<file path="config.mk">
export PLATFORM = sky130hd
export DESIGN_NAME = gsc_sqrt
export DESIGN_NICKNAME = d
export VERILOG_FILES = /design/src/rtl/gsc_pkg.sv /design/src/rtl/gsc_sqrt.sv
export SDC_FILE = /design/constraint.sdc
export NUM_CORES = 1
export LEC_CHECK = 0
export BUFFER_PORTS_ARGS = -buffer_cell sky130_fd_sc_hd__buf_2
export CAP_MARGIN = 20
export CORE_AREA = 2 2 194 196
export DETAILED_ROUTE_END_ITERATION = 7
export DIE_AREA = 0 0 196 198
export GPL_TIMING_DRIVEN = 0
export PLACE_DENSITY = 0.78
export SLEW_MARGIN = 10
export SYNTH_ARGS = -nofsm -noshare
export SYNTH_HDL_FRONTEND = slang
export SYNTH_SLANG_ARGS = --single-unit
</file>
<file path="constraint.sdc">
create_clock -name clk -period 2.92 [get_ports clk]
set_input_delay 0.438 -clock clk [delete_from_list [all_inputs] [get_ports clk]]
set_output_delay 0.438 -clock clk [all_outputs]
set_load 0.1 [all_outputs]
</file>
<file path="src/rtl/gsc_pkg.sv">
package gsc_pkg;

  // Configuration register indexes
  localparam logic [2:0] REG_SLIP_PRIOR     = 3'd0;
  localparam logic [2:0] REG_SLIP_THRESHOLD = 3'd1;
  localparam logic [2:0] REG_MEAN_NO_SLIP   = 3'd2;
  localparam logic [2:0] REG_SIGMA_NO_SLIP  = 3'd3;
  localparam logic [2:0] REG_MEAN_SLIPPING  = 3'd4;
  localparam logic [2:0] REG_SIGMA_SLIPPING = 3'd5;

  // Arithmetic constants
  localparam logic [16:0] LOG2E_Q16 = 17'd94548;
  localparam logic [29:0] LN2_Q30   = 30'd744261118;
  localparam logic [30:0] ONE_Q30   = 31'h4000_0000;
  localparam logic [63:0] EPS_W     = 64'd5645;
  localparam logic [6:0]  EXP_MAX_N = 7'd47;

  // Divider widths and stage counts
  localparam int SQRT_LAT = 16;
  localparam int A_NUM_W  = 47;
  localparam int A_DEN_W  = 30;
  localparam int W_NUM_W  = 64;
  localparam int W_DEN_W  = 15;
  localparam int B_NUM_W  = 63;
  localparam int B_DEN_W  = 47;
  localparam int EXP_LAT  = 11;
  localparam int LIK_LAT  = 2 + A_NUM_W + EXP_LAT;
  localparam int TOTAL_LAT = 3 + SQRT_LAT + LIK_LAT + 1 + W_NUM_W + 3 + B_NUM_W + 1;

  // 2^-(1/2^(k+1)) in Q30
  function automatic logic [29:0] pow2_neg(input logic [2:0] k);
    logic [29:0] v;
    unique case (k)
      3'd0: v = 30'd759250125;
      3'd1: v = 30'd902905651;
      3'd2: v = 30'd984625595;
      3'd3: v = 30'd1028218693;
      3'd4: v = 30'd1050733751;
      3'd5: v = 30'd1062175488;
      3'd6: v = 30'd1067942999;
      3'd7: v = 30'd1070838487;
      default: v = 30'd0;
    endcase
    return v;
  endfunction

endpackage

</file>
<file path="src/rtl/gsc_sqrt.sv">
module gsc_sqrt
  import gsc_pkg::*;
(
  input  logic        clk,
  input  logic [31:0] in_v,
  output logic [15:0] out_root
);

  logic [17:0] rem_r  [SQRT_LAT];
  logic [15:0] root_r [SQRT_LAT];
  logic [31:0] v_r    [SQRT_LAT];

  // One result bit per stage, restoring digit recurrence
  generate
    for (genvar i = 0; i < SQRT_LAT; i++) begin : g_stg
      logic [17:0] rem_p;
      logic [15:0] root_p;
      logic [31:0] v_p;
      logic [19:0] sh;
      logic [19:0] trial;
      logic        ge;

      if (i == 0) begin : g_first
        assign rem_p  = '0;
        assign root_p = '0;
        assign v_p    = in_v;
      end else begin : g_next
        assign rem_p  = rem_r[i-1];
        assign root_p = root_r[i-1];
        assign v_p    = v_r[i-1];
      end

      always_comb begin
        sh    = {rem_p, v_p[31:30]};
        trial = {2'b00, root_p, 2'b01};
        ge    = (sh >= trial);
      end

      always_ff @(posedge clk) begin
        rem_r[i]  <= ge ? 18'(sh - trial) : sh[17:0];
        root_r[i] <= {root_p[14:0], ge};
        v_r[i]    <= {v_p[29:0], 2'b00};
      end
    end
  endgenerate

  assign out_root = root_r[SQRT_LAT-1];

endmodule

</file>
==> impl_metrics.csv <==
group,metric,value,unit
drt,first_pass_iters,5,
clock_network,cts_buffers,59,
drt,drt-initial-drc-count,876,
logic_synthesis,syn_inst,2133,
pwr,combPwrFrac,0.187,
floorplan,io_pins,49,
floorplan,fp.dieArea,38800,um^2
pwr,p_per_area,905,nW/um^2
logic_synthesis,yosys_warnings,0,
clock_network,cts_setup_buffers,0,
timing,clock.fmax,355,MHz
timing,worst_pin_slew,0.795,ns
timing,slew_headroom,0.468,
global_route,grt_max_degree,19,
global_route,grt_usage,0.224,
logic_synthesis,yosysUniqueCellTypes,78,
global_route,antenna_found_initial,0,
pwr,p_sw,6.54,mW
logic_synthesis,yosys_register_bits,626,
drt,final_antenna_net_count,0,
clock_network,cts_max_path_buffers,3,
pwr,p_leak,12.1,nW
timing,hold_viol,0,
critical_path,cp-end-kind,"flip-flop",
global_route,overflow,0,
pwr,clock_power_share,0.338,
timing,slew_viol_final,0,
floorplan,rows,71,
timing,fin_skew,0.0565,ns
critical_path,worstSetupStartpointType,"flip-flop",
pwr,power_frac_seq,0.475,
clock_network,clock-sinks,626,
critical_path,criticalPathCategory,"flip-flop to flip-flop",
logic_synthesis,synthArstFlopShare,0,
worst_hold_path,hold_class,"flip-flop to flip-flop",
drt,vias_per_cell,5.39,
layout,area_delta_synth_final,14.7,%
pwr,sw_frac_of_total,0.280,
run_status,outcome,"finished clean",
timing,period_share,0.966,
clock_network,cts_root_buffer,"clkbuf_16",
timing,period_needed,2.82,ns
global_route,grt_first_pass_wirelength,71200,um
pwr,p_int,16.8,mW
clock_network,htree_num_levels,2,
drt,route.detailed.drc,0,
global_route,grt_pass1_vias,15100,
critical_path,critPathArrivalTime,3.35,ns
layout,final_util,0.698,
timing,rsz0062_at_grt,"no",
clock_network,clk_latency,0.64,ns
critical_path,cp.required,3.45,ns
logic_synthesis,synth_ff_type,"dfxtp_1",
layout,nets,2460,
logic_synthesis,syn_area_per_cell,10.5,um^2
logic_synthesis,synthesis.area,22500,um^2
layout,fill_cells,2671,
critical_path,r2r_slack,0.1,ns
clock_network,clkTransAtPathRegs,0.06,ns
logic_synthesis,synth_fp_nets,2319,
floorplan,start_util,0.609,
job,maxCapViolCount,0,
placed_design,place_congestion,0.956,
clock_network,tritoncts,"yes",
placed_design,port-buffer-count,48,
drt,vias,15100,
logic_synthesis,yosysSeqAreaShare,0.557,
floorplan,chipWidth,196,um
placed_design,hpwl,30400,um
timing,setup_viol,0,
layout,drive_above_1_share,0.0909,
drt,wl_per_cell,15.3,um
logic_synthesis,synth_edf_count,0,
layout,antenna_cells,0,
drt,routed_wl,42800,um
floorplan,coreArea,37000,um^2
pwr,ir_drop,0.827,mV
floorplan,die_h,198,um
critical_path,path_max_fanout,10,
timing,tns,0,ns
-- per-stage QoR --
step	area (um^2)	hold WS (ns)	total power [mW]	cells	setup WS [ns]
after floorplan	22500	0.310	14.4	2133	0.482
after global placement	23300	0.310	15.3	2655	-0.0703
after detailed placement	23300	0.312	15.5	2655	-0.128
after CTS	25700	0.302	23.4	2795	0.0259
after global routing	25800	0.305	24.6	2795	0.00710
final	25800	0.310	23.3	2795	0.0994
-- final timing paths --
path | from | to | cells after the start
setup / recovery | root_r[1][36] | rem_r[1][64] | 9
hold / removal | root_r[1][2] | root_r[1][19] | 0
setup reg to reg | root_r[1][36] | rem_r[1][64] | 9
hold reg to reg | root_r[1][2] | root_r[1][19] | 0
-- cell type report --
| class | count | area [um^2] | area share |
|---|---|---|---|
| sequential | 626 | 12500 | 0.486 |
| multi-input combinational | 1306 | 9260 | 0.359 |
| clock inverter | 26 | 410 | 0.0159 |
| buffer | 25 | 126 | 0.00490 |
| tap | 474 | 593 | 0.0230 |
| timing repair buffer | 80 | 561 | 0.0217 |
| inverter | 176 | 663 | 0.0257 |
| clock buffer | 82 | 1650 | 0.0641 |
-- power by group through the flow --
stage / Clock (mW) / Sequential (mW) / Combinational [mW]
2_1_floorplan: 0 / 11.0 / 3.35
3_3_place_gp: 0 / 11.2 / 4.09
3_5_place_dp: 0 / 11.3 / 4.21
4_1_cts: 8.04 / 11.1 / 4.31
5_1_grt: 8.42 / 11.2 / 4.91
6_report: 7.89 / 11.1 / 4.37
-- layer usage --
layer	global-route usage	up-vias	share of wire
met5	0	-	0
met4	0.0758	0	0.022
met3	0.0368	81	0.051
met2	0.385	320	0.47
met1	0.290	7060	0.45
li1	-	7600	-
-- state kept, by name, summed over array words and instances, names as in the netlist --
signal,cells
v_r,240
rem_r,250
root_r,136
-- placed cells by master (no fill, tap or decap), types with 10 or more instances in the layout --
cell,synthesis,routed
nor4_1,26,26
o21ai_0,36,36
o21ai_1,39,38
nand2b_1,24,24
nand3b_1,10,10
a21o_1,36,36
or3_1,26,26
nand4_1,22,22
dfxtp_1,626,626
clkinv_2,0,11
a31oi_1,13,13
o21a_1,28,28
nor2b_1,24,24
nand3_1,33,31
clkbuf_16,0,59
nand2_1,86,86
nor3_1,76,76
dlygate4sd3_1,0,32
buf_2,2,49
nor2_1,150,150
clkbuf_2,0,10
xor2_1,80,80
inv_1,172,172
mux2_1,20,20
ha_1,153,150
nor3b_1,10,10
mux2_2,21,21
a21oi_1,149,149
xnor2_1,106,106
clkbuf_1,21,25
-- worst max-delay path, stage by stage, from the launching register on --
cell and delay, ns:
dfxtp_1 0.34, inv_1 0.05, ha_1 0.37, and4_1 0.25
a21boi_1 0.38, nor2_1 0.20, o311ai_4 0.52, clkbuf_2 0.36
nor2_1 0.06, a31o_1 0.18
-- kinds of logic (layout without fill, tap and decap cells) --
kind of cell | Yosys count | after routing | share of synthesized area
buffers and inverters | 201 | 389 | 0.0341
DFF | 626 | 626 | 0.557
muxes | 44 | 44 | 0.0219
and+or+nand+nor | 534 | 534 | 0.121
xor gates and xnor gates | 186 | 186 | 0.0724
adders and majority gates | 153 | 153 | 0.0851
AOI/OAI and AO/OA | 388 | 388 | 0.109
other | 1 | 1 | 0.000167
-- synthesized netlist by cell type, types with 5 or more instances --
library cell	count	area, um^2
nand2_1	86	323
nor2b_1	24	150
mux2_1	20	225
nor3b_1	10	75.1
o21ai_1	39	195
o211ai_1	9	67.6
clkbuf_1	21	78.8
dfxtp_1	626	12500
and3_1	7	43.8
or2_2	9	56.3
or3_1	26	163
a22o_1	5	43.8
a31oi_1	13	81.3
nor4_1	26	163
nand4_1	22	138
a21boi_0	6	45.0
xor2_1	80	701
nor3_1	76	380
nand2b_1	24	150
inv_1	172	646
nand3b_1	10	75.1
a21o_1	36	270
xnor2_1	106	928
a211oi_1	6	45.0
and2_1	5	31.3
nor2_1	150	563
o21a_1	28	210
a21oi_1	149	746
o31a_1	5	43.8
nand3_1	33	165
o21ai_0	36	180
mux2_2	21	236
o21bai_1	8	60.1
ha_1	153	1910
or4_1	9	67.6
-- what timing repair did --
action	CTS	global route
hold buffers	32	0
endpoints found under the hold margin	33	0
endpoints found under the setup margin	37	72
pin swaps	0	0
resized for setup	5	26
Power figures use the tool's default switching activity.
