### config.mk
export PLATFORM = sky130hd
export DESIGN_NAME = gsc_div
export DESIGN_NICKNAME = d
export VERILOG_FILES = /design/src/rtl/gsc_pkg.sv /design/src/rtl/gsc_div.sv
export SDC_FILE = /design/constraint.sdc
export NUM_CORES = 1
export LEC_CHECK = 0
export BUFFER_PORTS_ARGS = -buffer_cell sky130_fd_sc_hd__buf_2
export CAP_MARGIN = 20
export CORE_MARGIN = 4
export CORE_UTILIZATION = 55
export CTS_BUF_LIST = sky130_fd_sc_hd__clkbuf_16
export CTS_CLUSTER_SIZE = 20
export DETAILED_ROUTE_END_ITERATION = 7
export HOLD_SLACK_MARGIN = 0.12
export PLACE_DENSITY_LB_ADDON = 0.15
export SYNTH_ARGS = -nofsm -noshare
export SYNTH_HDL_FRONTEND = slang
export SYNTH_SLANG_ARGS = --single-unit
### constraint.sdc
create_clock -name clk -period 4.75 [get_ports clk]
set_input_delay 0.7125 -clock clk [delete_from_list [all_inputs] [get_ports clk]]
set_output_delay 0.7125 -clock clk [all_outputs]
set_load 0.01 [all_outputs]
### src/rtl/gsc_pkg.sv
package gsc_pkg;

  // Configuration register indexes
  localparam logic [2:0] REG_SLIP_PRIOR     = 3'd0;
  localparam logic [2:0] REG_SLIP_THRESHOLD = 3'd1;
  localparam logic [2:0] REG_MEAN_NO_SLIP   = 3'd2;
  localparam logic [2:0] REG_SIGMA_NO_SLIP  = 3'd3;
  localparam logic [2:0] REG_MEAN_SLIPPING  = 3'd4;
  localparam logic [2:0] REG_SIGMA_SLIPPING = 3'd5;

  // Arithmetic constants
  localparam logic [16:0] LOG2E_Q16 = 17'd94548;
  localparam logic [29:0] LN2_Q30   = 30'd744261118;
  localparam logic [30:0] ONE_Q30   = 31'h4000_0000;
  localparam logic [63:0] EPS_W     = 64'd5645;
  localparam logic [6:0]  EXP_MAX_N = 7'd47;

  // Divider widths and stage counts
  localparam int SQRT_LAT = 16;
  localparam int A_NUM_W  = 47;
  localparam int A_DEN_W  = 30;
  localparam int W_NUM_W  = 64;
  localparam int W_DEN_W  = 15;
  localparam int B_NUM_W  = 63;
  localparam int B_DEN_W  = 47;
  localparam int EXP_LAT  = 11;
  localparam int LIK_LAT  = 2 + A_NUM_W + EXP_LAT;
  localparam int TOTAL_LAT = 3 + SQRT_LAT + LIK_LAT + 1 + W_NUM_W + 3 + B_NUM_W + 1;

  // 2^-(1/2^(k+1)) in Q30
  function automatic logic [29:0] pow2_neg(input logic [2:0] k);
    logic [29:0] v;
    unique case (k)
      3'd0: v = 30'd759250125;
      3'd1: v = 30'd902905651;
      3'd2: v = 30'd984625595;
      3'd3: v = 30'd1028218693;
      3'd4: v = 30'd1050733751;
      3'd5: v = 30'd1062175488;
      3'd6: v = 30'd1067942999;
      3'd7: v = 30'd1070838487;
      default: v = 30'd0;
    endcase
    return v;
  endfunction

endpackage

### src/rtl/gsc_div.sv
module gsc_div
  import gsc_pkg::*;
#(
  parameter int NW = 8,
  parameter int DW = 8
) (
  input  logic          clk,
  input  logic [NW-1:0] in_num,
  input  logic [DW-1:0] in_den,
  output logic [NW-1:0] out_quo
);

  logic [DW-1:0] rem_r [NW];
  logic [NW-1:0] q_r   [NW];
  logic [DW-1:0] den_r [NW];

  // Numerator shifts out the top while quotient bits shift in at the bottom
  generate
    for (genvar i = 0; i < NW; i++) begin : g_stg
      logic [DW-1:0] rem_p;
      logic [DW-1:0] den_p;
      logic [NW-1:0] q_p;
      logic [DW:0]   sh;
      logic          ge;

      if (i == 0) begin : g_first
        assign rem_p = '0;
        assign den_p = in_den;
        assign q_p   = in_num;
      end else begin : g_next
        assign rem_p = rem_r[i-1];
        assign den_p = den_r[i-1];
        assign q_p   = q_r[i-1];
      end

      always_comb begin
        sh = {rem_p, q_p[NW-1]};
        ge = (sh >= {1'b0, den_p});
      end

      always_ff @(posedge clk) begin
        rem_r[i] <= ge ? DW'(sh - {1'b0, den_p}) : sh[DW-1:0];
        q_r[i]   <= {q_p[NW-2:0], ge};
        den_r[i] <= den_p;
      end
    end
  endgenerate

  assign out_quo = q_r[NW-1];

endmodule

==> flow_summary_export.csv, run 1 <==
group,metric,value,unit
routing,via_count,4241,
routing,dr.pass1.iters,4,
sta,period_needed,2411,ps
yosys,netlist_instances,610,
clock_tree,cts_sinks,176,
yosys,syn_area_per_cell,10.79,um2
global_routing,grt_usage,16.97,%
die,ios,25,
die,die_w,117.4,um
routing,via_per_inst,5.255,
place,routabilityCongestion,0.8373,
yosys,synth_seq_area_share,53.52,%
layout,instances_no_fill,807,
yosys,synth_cell_types,50,
sta,worstMarginPinSlew,634.0,ps
place,hpwl,8414,um
routing,wl_met2,5671,um
critical_path,start_kind,"flop",
routing,drc,0,
clock_tree,cts_setup_buffers,0,
routing,avgRoutedWirePerCell,13.40,um
clock_tree,cts_max_level,4,
critical_path,critPathRequiredTime,5050,ps
clock_tree,clockBufferDepth,2,
global_routing,grt_start_max_net_pins,17,
power_and_ir_drop,total_leakage_power,3.603,nW
layout,drive_gt1_share,12.95,%
clock_tree,clock-root-buffer,"clkbuf_16",
yosys,ys_ff_latch,176,
power_and_ir_drop,pwr_density_cell,570.4,nW/um2
layout,diodes,0,
yosys,synth_top_cell_by_area,"dfxtp_1",
sta,period_share,50.76,%
yosys,synth_area_leaders,"dfxtp_1 (54%), ha_1 (11%), inv_1 (4.6%)",
place,dp_slack,2367,ps
outcome,outcome,"finished, final reports clean",
sta,rsz0062_at_grt,"no",
routing,dr_wl_met3,295,um
layout,final_common_cell,"dfxtp_1",
routing,highest_layer,"met4",
yosys,async_flop_share,0,%
die,core,11560,um2
critical_path,crit_fanout,8,
sta,finalSetupTns,0,ps
sta,setup_ws,2339,ps
yosys,synthesis.nets,691,
place,numPortBuffers,24,
global_routing,grt_pass1_vias,4232,
layout,area.growth.synth_to_final,14.25,%
die,initial_core_util,56.93,%
clock_tree,cts_tree,"yes",
yosys,yosysTopAreaCellShare,53.52,%
routing,routed_wl,10810,um
layout,layout_common_cells,"dfxtp_1 (176), inv_1 (82), ha_1 (58), o21ai_0 (39), a21oi_1 (34)",
min_path,hold_path.class,"flop to flop",
global_routing,antenna_found_initial,0,
die,fp.dieH,117.4,um
layout,nets,732,
sta,relSlewSlack,57.42,%
routing,ant_nets,0,
sta,fin_skew,6.937,ps
clock_tree,cts_resized,0,
yosys,syn-cell-area,6584,um2
critical_path,crit_type,"flop to flop",
run,cap_violations,0,
clock_tree,cts_hold_buf,0,
clock_tree,numCtsBuffers,17,
yosys,synth_edf_count,0,
global_routing,grt_pass1_wl,18730,um
routing,drt-met1-wl,4351,um
place,dp_cells,775,
yosys,yosys_warnings,0,
sta,setup_violations,0,
die,rows,39,
clock_tree,clk_latency,420,ps
critical_path,critical_path_arrival,2710,ps
clock_tree,path_clk_slew,60,ps
sta,hold_viol_final,0,
critical_path,cp-end-kind,"flop",
power_and_ir_drop,vdd_drop_max,312.3,uV
global_routing,overflow,0,
die,die_area,13790,um2
sta,max_freq,414.8,MHz
layout,fillers,909,
sta,final_max_slew_viol_count,0,
yosys,synth-main-ff-cell,"dfxtp_1",
routing,drtIter0Drc,174,
==> synth_stat cells, types with 3 or more instances <==
library cell / n
a31o_2: 3
fa_1: 6
nor3_1: 8
a211oi_1: 8
o31a_1: 3
xnor2_1: 10
ha_1: 58
or4_1: 3
a221oi_1: 3
nand3_1: 12
xor2_1: 10
nor2_1: 18
dfxtp_1: 176
mux2i_1: 10
o21a_1: 8
a21o_1: 11
nor2b_1: 8
o31ai_1: 4
inv_1: 81
mux2_2: 19
a21oi_1: 34
and2_1: 5
nand2b_1: 7
nand2_1: 28
o21ai_0: 39
==> through the flow <==
| stage | instance area [um2] | util (%) | power, mW | hold WS (ps) |
|---|---|---|---|---|
| 3_5_place_dp | 6880 | 59.49 | 2.846 | 312.1 |
| 6_report | 7522 | 65.04 | 4.291 | 323.4 |
| 3_3_place_gp | 6880 | 59.49 | 2.815 | 309.5 |
| 5_1_grt | 7522 | 65.04 | 4.544 | 322.0 |
| 4_1_cts | 7522 | 65.04 | 4.329 | 323.9 |
| 2_1_floorplan | 6584 | - | 2.608 | 309.6 |
==> logic make-up (layout without fill, tap and decap cells) <==
kind of cell               after synthesis  in the layout  share of synthesized area [%]
DFF                                    176            176                          53.52
AOI/OAI and AO/OA                      132            132                          13.06
and+or+nand+nor                        104            104                          8.267
buffers and inverters                   85            139                          4.884
adders and majority gates               64             64                          12.85
muxes                                   29             29                          4.770
xor gates and xnor gates                20             20                          2.660
==> metal layers <==
layer	vias up	GRT usage, %
met5	-	0
met4	0	10.92
met3	33	4.187
met2	66	30.60
met1	1964	17.49
li1	2178	-
==> flip-flops by register name (all words and copies together), names as in the netlist <==
register and flops:
rem_r 56, den_r 56, q_r 64
==> worst paths after layout <==
kind | start | to | slack (ps) | depth (start not counted)
max | den_r[1][3]$_DFF_P_ | rem_r[1][2]$_DFF_P_ | 2340 | 7
max reg2reg | den_r[1][3]$_DFF_P_ | rem_r[1][2]$_DFF_P_ | 2340 | 7
min reg2reg | q_r[4][5]$_DFF_P_ | q_r[5][6]$_DFF_P_ | 320 | 0
min | q_r[4][5]$_DFF_P_ | q_r[5][6]$_DFF_P_ | 320 | 0
==> report_power, final <==
group	switching (mW)	total [mW]	internal, mW
combinational	0.524	1.01	0.482
sequential	0.0991	1.80	1.70
clock	0.550	1.48	0.931
total	1.17	4.29	3.12
==> critical path: stages (launching register included) <==
cell       delay (ps)
dfxtp_1           320
inv_1              50
ha_1              340
a21o_1            210
a21oi_2           170
a31oi_1           150
a2111oi_4         650
mux2_2            410
==> layout make-up <==
class / count / area [um2] / area share [%]
timing repair buffer: 26 / 135.1 / 1.796
inverter: 81 / 304.0 / 4.042
tap: 143 / 178.9 / 2.379
clock buffer: 17 / 425.4 / 5.655
sequential: 176 / 3523 / 46.84
clock inverter: 15 / 216.5 / 2.878
multi-input combinational: 349 / 2739 / 36.41
(Power assumes the default switching activity.)
==> run 2, diff against run 1 <==
Clock period 4.75 ns to 2.3 ns, I/O delays scaled along.
==> flow_summary_export.csv, run 2 (synthesized netlist as in run 1, its figures left out) <==
group,metric,value,unit
outcome,outcome,"finished, final reports clean",
sta,period_share,94.94,%
place,routabilityCongestion,0.8820,
routing,ant_nets,0,
run,cap_violations,0,
layout,nets,756,
routing,drc,0,
routing,via_count,4294,
clock_tree,cts_max_level,4,
die,die_area,13790,um2
critical_path,r2r_end,"rem_r[1][2]$_DFF_P_",
critical_path,rr_worst_depth,7,
critical_path,crit_type,"flop to flop",
clock_tree,path_clk_slew,60,ps
layout,layout_common_cells,"dfxtp_1 (176), inv_1 (81), ha_1 (58), o21ai_0 (39), a21oi_1 (34)",
power_and_ir_drop,internal_power,6.241,mW
global_routing,grt_pass1_vias,4360,
die,die_w,117.4,um
routing,avgRoutedWirePerCell,13.41,um
critical_path,critical_path_arrival,2500,ps
place,hpwl,8527,um
sta,holdWs,324.4,ps
min_path,hold_depth,0,
sta,fin_skew,8.506,ps
sta,setup_violations,0,
critical_path,critPathRequiredTime,2620,ps
sta,worstMarginPinSlew,497.9,ps
global_routing,overflow,0,
sta,rsz0062_at_grt,"no",
power_and_ir_drop,power,8.781,mW
power_and_ir_drop,pwr_density_cell,1140,nW/um2
routing,drtIter0Drc,223,
global_routing,grt_pass1_wl,19350,um
critical_path,cp-end-kind,"flop",
min_path,worstHoldStart,"q_r[2][4]$_DFF_P_",
sta,relSlewSlack,66.81,%
routing,dr.pass1.iters,4,
critical_path,critical-path-max-stage-delay,410,ps
critical_path,r2r_slack,120,ps
layout,area.growth.synth_to_final,16.97,%
power_and_ir_drop,vdd_drop_max,560.1,uV
die,initial_core_util,56.93,%
layout,largest_reg_flops,64,
layout,diodes,0,
min_path,holdPathEnd,"q_r[3][5]$_DFF_P_",
power_and_ir_drop,p_sw_share,28.93,%
clock_tree,clockBufferDepth,2,
die,core,11560,um2
power_and_ir_drop,clockPowerShare,32.5,%
critical_path,crit_fanout,6,
power_and_ir_drop,p_seq_share,42.4,%
global_routing,antenna_found_initial,0,
min_path,hold_path.class,"flop to flop",
sta,hold_viol_final,0,
power_and_ir_drop,combPwrFrac,25.1,%
sta,max_freq,458.0,MHz
critical_path,start_kind,"flop",
sta,period_needed,2184,ps
clock_tree,cts_sinks,176,
clock_tree,cts_setup_buffers,0,
die,rows,39,
clock_tree,clk_latency,430,ps
clock_tree,numCtsBuffers,17,
place,numPortBuffers,24,
clock_tree,clock-root-buffer,"clkbuf_16",
critical_path,worst_path_max_delay_cell,"a2111oi_4",
power_and_ir_drop,p_sw,2.540,mW
sta,final_max_slew_viol_count,0,
clock_tree,cts_tree,"yes",
critical_path,rr_startpoint,"den_r[1][3]$_DFF_P_",
layout,largestRegisters,"q_r: 64 flops, den_r: 56 flops, rem_r: 56 flops",
die,ios,25,
global_routing,grt_start_max_net_pins,18,
power_and_ir_drop,total_leakage_power,3.688,nW
critical_path,path_cells,"inv_1, ha_1, a21o_1, a21oi_2, a31oi_1, a2111oi_4, mux2_2",
routing,routed_wl,11140,um
layout,largest_register,"q_r",
die,fp.dieH,117.4,um
layout,final_common_cell,"dfxtp_1",
routing,via_per_inst,5.167,
layout,drive_gt1_share,14.10,%
global_routing,grt_usage,17.51,%
layout,fillers,877,
[run 2: cell count changes in the layout (fill, tap and decap cells not counted), moves of 2 or more]
cell and delta:
dlygate4sd3_1 +16, inv_8 +3, bufinv_16 -3, inv_6 +2, clkinv_1 -2, buf_4 +8
[run 2: worst max path at each step]
stage                             start                   to  slack, ps  cells past startpoint
floorplan           den_r[1][3]$_DFF_P_  rem_r[1][2]$_DFF_P_        100                      7
global placement    den_r[1][3]$_DFF_P_  rem_r[1][3]$_DFF_P_         90                      7
detailed placement  den_r[1][3]$_DFF_P_  rem_r[1][2]$_DFF_P_         -5                      7
CTS                 den_r[1][3]$_DFF_P_  rem_r[1][2]$_DFF_P_        100                      7
global route        den_r[1][3]$_DFF_P_  rem_r[1][3]$_DFF_P_        0.8                      7
finish              den_r[1][3]$_DFF_P_  rem_r[1][2]$_DFF_P_        120                      7
[run 2: routing by layer]
| metal | wire length (um) | share of wire [%] | track usage, % |
|---|---|---|---|
| met5 | 0 | 0 | 0 |
| met4 | 399 | 3.6 | 9.604 |
| met3 | 332 | 3.0 | 4.860 |
| met2 | 6035 | 54 | 33.02 |
| met1 | 4376 | 39 | 17.18 |
[run 2: area by class of cell]
class / instances / area, um2 / share of cell area, %
Clock buffer: 17 / 425.4 / 5.524
Tap cell: 143 / 178.9 / 2.323
Timing Repair Buffer: 50 / 355.3 / 4.614
Inverter: 81 / 304.0 / 3.948
Sequential cell: 176 / 3523 / 45.75
Clock inverter: 15 / 175.2 / 2.275
Multi-Input combinational cell: 349 / 2739 / 35.56
[run 2: per-stage QoR]
stage / area, um2 / setup slack (ps) / setup TNS (ps) / std cells / util, %
2_1_floorplan: 6584 / 103.8 / 0 / 610 / -
3_3_place_gp: 6940 / 87.90 / 0 / 783 / 60.01
3_5_place_dp: 6940 / -4.724 / -4.724 / 783 / 60.01
4_1_cts: 7701 / 99.15 / 0 / 831 / 66.59
5_1_grt: 7701 / 0.7576 / 0 / 831 / 66.59
6_report: 7701 / 116.4 / 0 / 831 / 66.59
[run 2: what timing repair did]
item                                    in CTS  in global routing
endpoints found under the setup margin       5                  4
pin swaps                                    1                  1
hold endpoints to repair                    16                  0
resized for setup                            0                  0
hold buffers                                16                  0
[run 2: power by group through the flow]
stage,Clock (mW),Combinational [mW],Sequential [mW]
CTS,2.94,2.22,3.73
global route,3.07,2.51,3.78
finish,2.85,2.20,3.72
global placement,0,2.12,3.78
floorplan,0,1.65,3.74
detailed placement,0,2.17,3.80
[run 2: worst max-delay path, delay by kind of cell (launching register included)]
family / cells / cell delay (ps)
buffers and inverters: 1 / 50
muxes: 1 / 390
DFF: 1 / 330
adders and majority gates: 1 / 340
AOI/OAI and AO/OA: 4 / 960
==> run 3, diff against run 2 <==
Settings changed: CORE_ASPECT_RATIO set to 1.75.
==> flow_summary_export.csv, run 3 (synthesized netlist as in run 1, its figures left out) <==
group,metric,value,unit
clock_tree,path_clk_slew,60,ps
critical_path,cp-end-kind,"flop",
sta,fin_skew,7.697,ps
min_path,hold_path.class,"input port to flop",
clock_tree,cts_sinks,176,
power_and_ir_drop,combPwrFrac,25.6,%
place,routabilityCongestion,0.8180,
global_routing,overflow,0,
critical_path,crit_fanout,6,
power_and_ir_drop,p_sw_share,29.68,%
power_and_ir_drop,internal_power,6.233,mW
global_routing,antenna_found_initial,0,
die,ios,25,
global_routing,grt_usage,19.13,%
routing,ant_nets,0,
sta,rsz0062_at_grt,"no",
layout,area.growth.synth_to_final,17.01,%
layout,multi_input_area,2745,um2
power_and_ir_drop,vdd_drop_max,604.4,uV
critical_path,critPathRequiredTime,2610,ps
layout,drive_gt1_share,14.51,%
routing,drc,0,
power_and_ir_drop,total_leakage_power,3.696,nW
sta,hold_viol_final,0,
die,rows,52,
layout,layout_common_cells,"dfxtp_1 (175), inv_1 (82), ha_1 (58), o21ai_0 (39), a21oi_1 (34)",
clock_tree,clock-root-buffer,"clkbuf_16",
power_and_ir_drop,p_seq_share,42.0,%
routing,via_count,4429,
power_and_ir_drop,pwr_density_cell,1151,nW/um2
global_routing,grt_pass1_vias,4817,
critical_path,critical_path_arrival,2500,ps
routing,dr.pass1.iters,4,
layout,largest_register,"q_r",
sta,relSlewSlack,66.57,%
critical_path,crit_type,"flop to flop",
sta,setup_violations,0,
layout,seq_area,3525,um2
critical_path,start_kind,"flop",
place,dp_slack,56.33,ps
routing,drtIter0Drc,137,
layout,diodes,0,
clock_tree,numCtsBuffers,17,
clock_tree,clockBufferDepth,2,
routing,avgRoutedWirePerCell,14.88,um
place,hpwl,9565,um
layout,largestRegisters,"q_r: 64 flops, den_r: 56 flops, rem_r: 56 flops",
global_routing,grt_pass1_wl,20710,um
sta,final_max_slew_viol_count,0,
run,cap_violations,0,
sta,period_share,95.44,%
sta,finalSetupTns,0,ps
layout,nets,757,
layout,largest_reg_flops,64,
sta,worstMarginPinSlew,496.2,ps
global_routing,grt_start_max_net_pins,18,
clock_tree,cts_tree,"yes",
layout,final_common_cell,"dfxtp_1",
clock_tree,clk_latency,420,ps
routing,routed_wl,12260,um
layout,fin_area,7704,um2
routing,via_per_inst,5.375,
layout,fillers,920,
die,initial_core_util,56.53,%
outcome,outcome,"finished, final reports clean",
place,numPortBuffers,24,
die,fp.dieH,152.7,um
clock_tree,cts_max_level,4,
die,die_area,13850,um2
place,dpl_cell_area,6938,um2
sta,setup_ws,104.8,ps
power_and_ir_drop,clockPowerShare,32.4,%
die,core,11650,um2
power_and_ir_drop,p_sw,2.631,mW
sta,period_needed,2195,ps
die,die_w,90.71,um
sta,max_freq,455.5,MHz
## run 3: path summary, 6_finish.rpt
path	endpoint	startpoint	slack [ps]	cells after the start
setup / recovery	rem_r[1][3]$_DFF_P_	den_r[1][3]$_DFF_P_	100	8
hold / removal	rem_r[0][0]$_DFF_P_	in_num[7]	140	3
setup reg to reg	rem_r[1][3]$_DFF_P_	den_r[1][3]$_DFF_P_	100	8
hold reg to reg	q_r[5][1]$_DFF_P_	q_r[4][0]$_DFF_P_	320	0
## run 3: worst max-delay path, stage by stage (launching register included)
cell	delay [ps]
dfxtp_1	340
inv_1	60
ha_1	310
a21o_1	200
a21oi_2	160
a31oi_1	140
a2111oi_4	360
buf_6	180
mux2_2	330
## run 3: cell type report
type                            count  area share [%]
Sequential cell                   176           45.75
Multi-Input combinational cell    349           35.63
Clock buffer                       17           5.522
Timing Repair Buffer               51           4.726
Inverter                           81           3.947
Clock inverter                     15           2.225
Tap cell                          135           2.193
## run 3: through the flow
step	std cells	utilization, %	hold WS [ps]	total power, mW
finish	824	66.15	144.6	8.864
CTS	823	65.99	131.8	8.928
global placement	776	59.57	310.0	5.920
detailed placement	776	59.57	312.1	6.018
global route	824	66.15	186.3	9.369
floorplan	610	-	309.6	5.386
## run 3: layer usage
layer | GRT usage [%] | part of all wire [%]
met3 | 4.002 | 2.2
met1 | 13.56 | 29
met2 | 41.52 | 64
met5 | 0 | 0
met4 | 11.98 | 4.7
## run 3: power by group through the flow
stage                     logic [mW]  clock network, mW  registers [mW]
after global routing            2.54               3.07            3.76
after floorplan                 1.65                  0            3.74
after detailed placement        2.23                  0            3.79
final                           2.27               2.88            3.72
after global placement          2.15                  0            3.77
after CTS                       2.28               2.93            3.72
## run 3: timing repair
| item | in CTS | in global routing |
|---|---|---|
| setup endpoints to repair | 0 | 13 |
| hold buffers | 15 | 0 |
| buffers inserted | 0 | 1 |
| hold endpoints to repair | 15 | 0 |
| resized for setup | 0 | 3 |
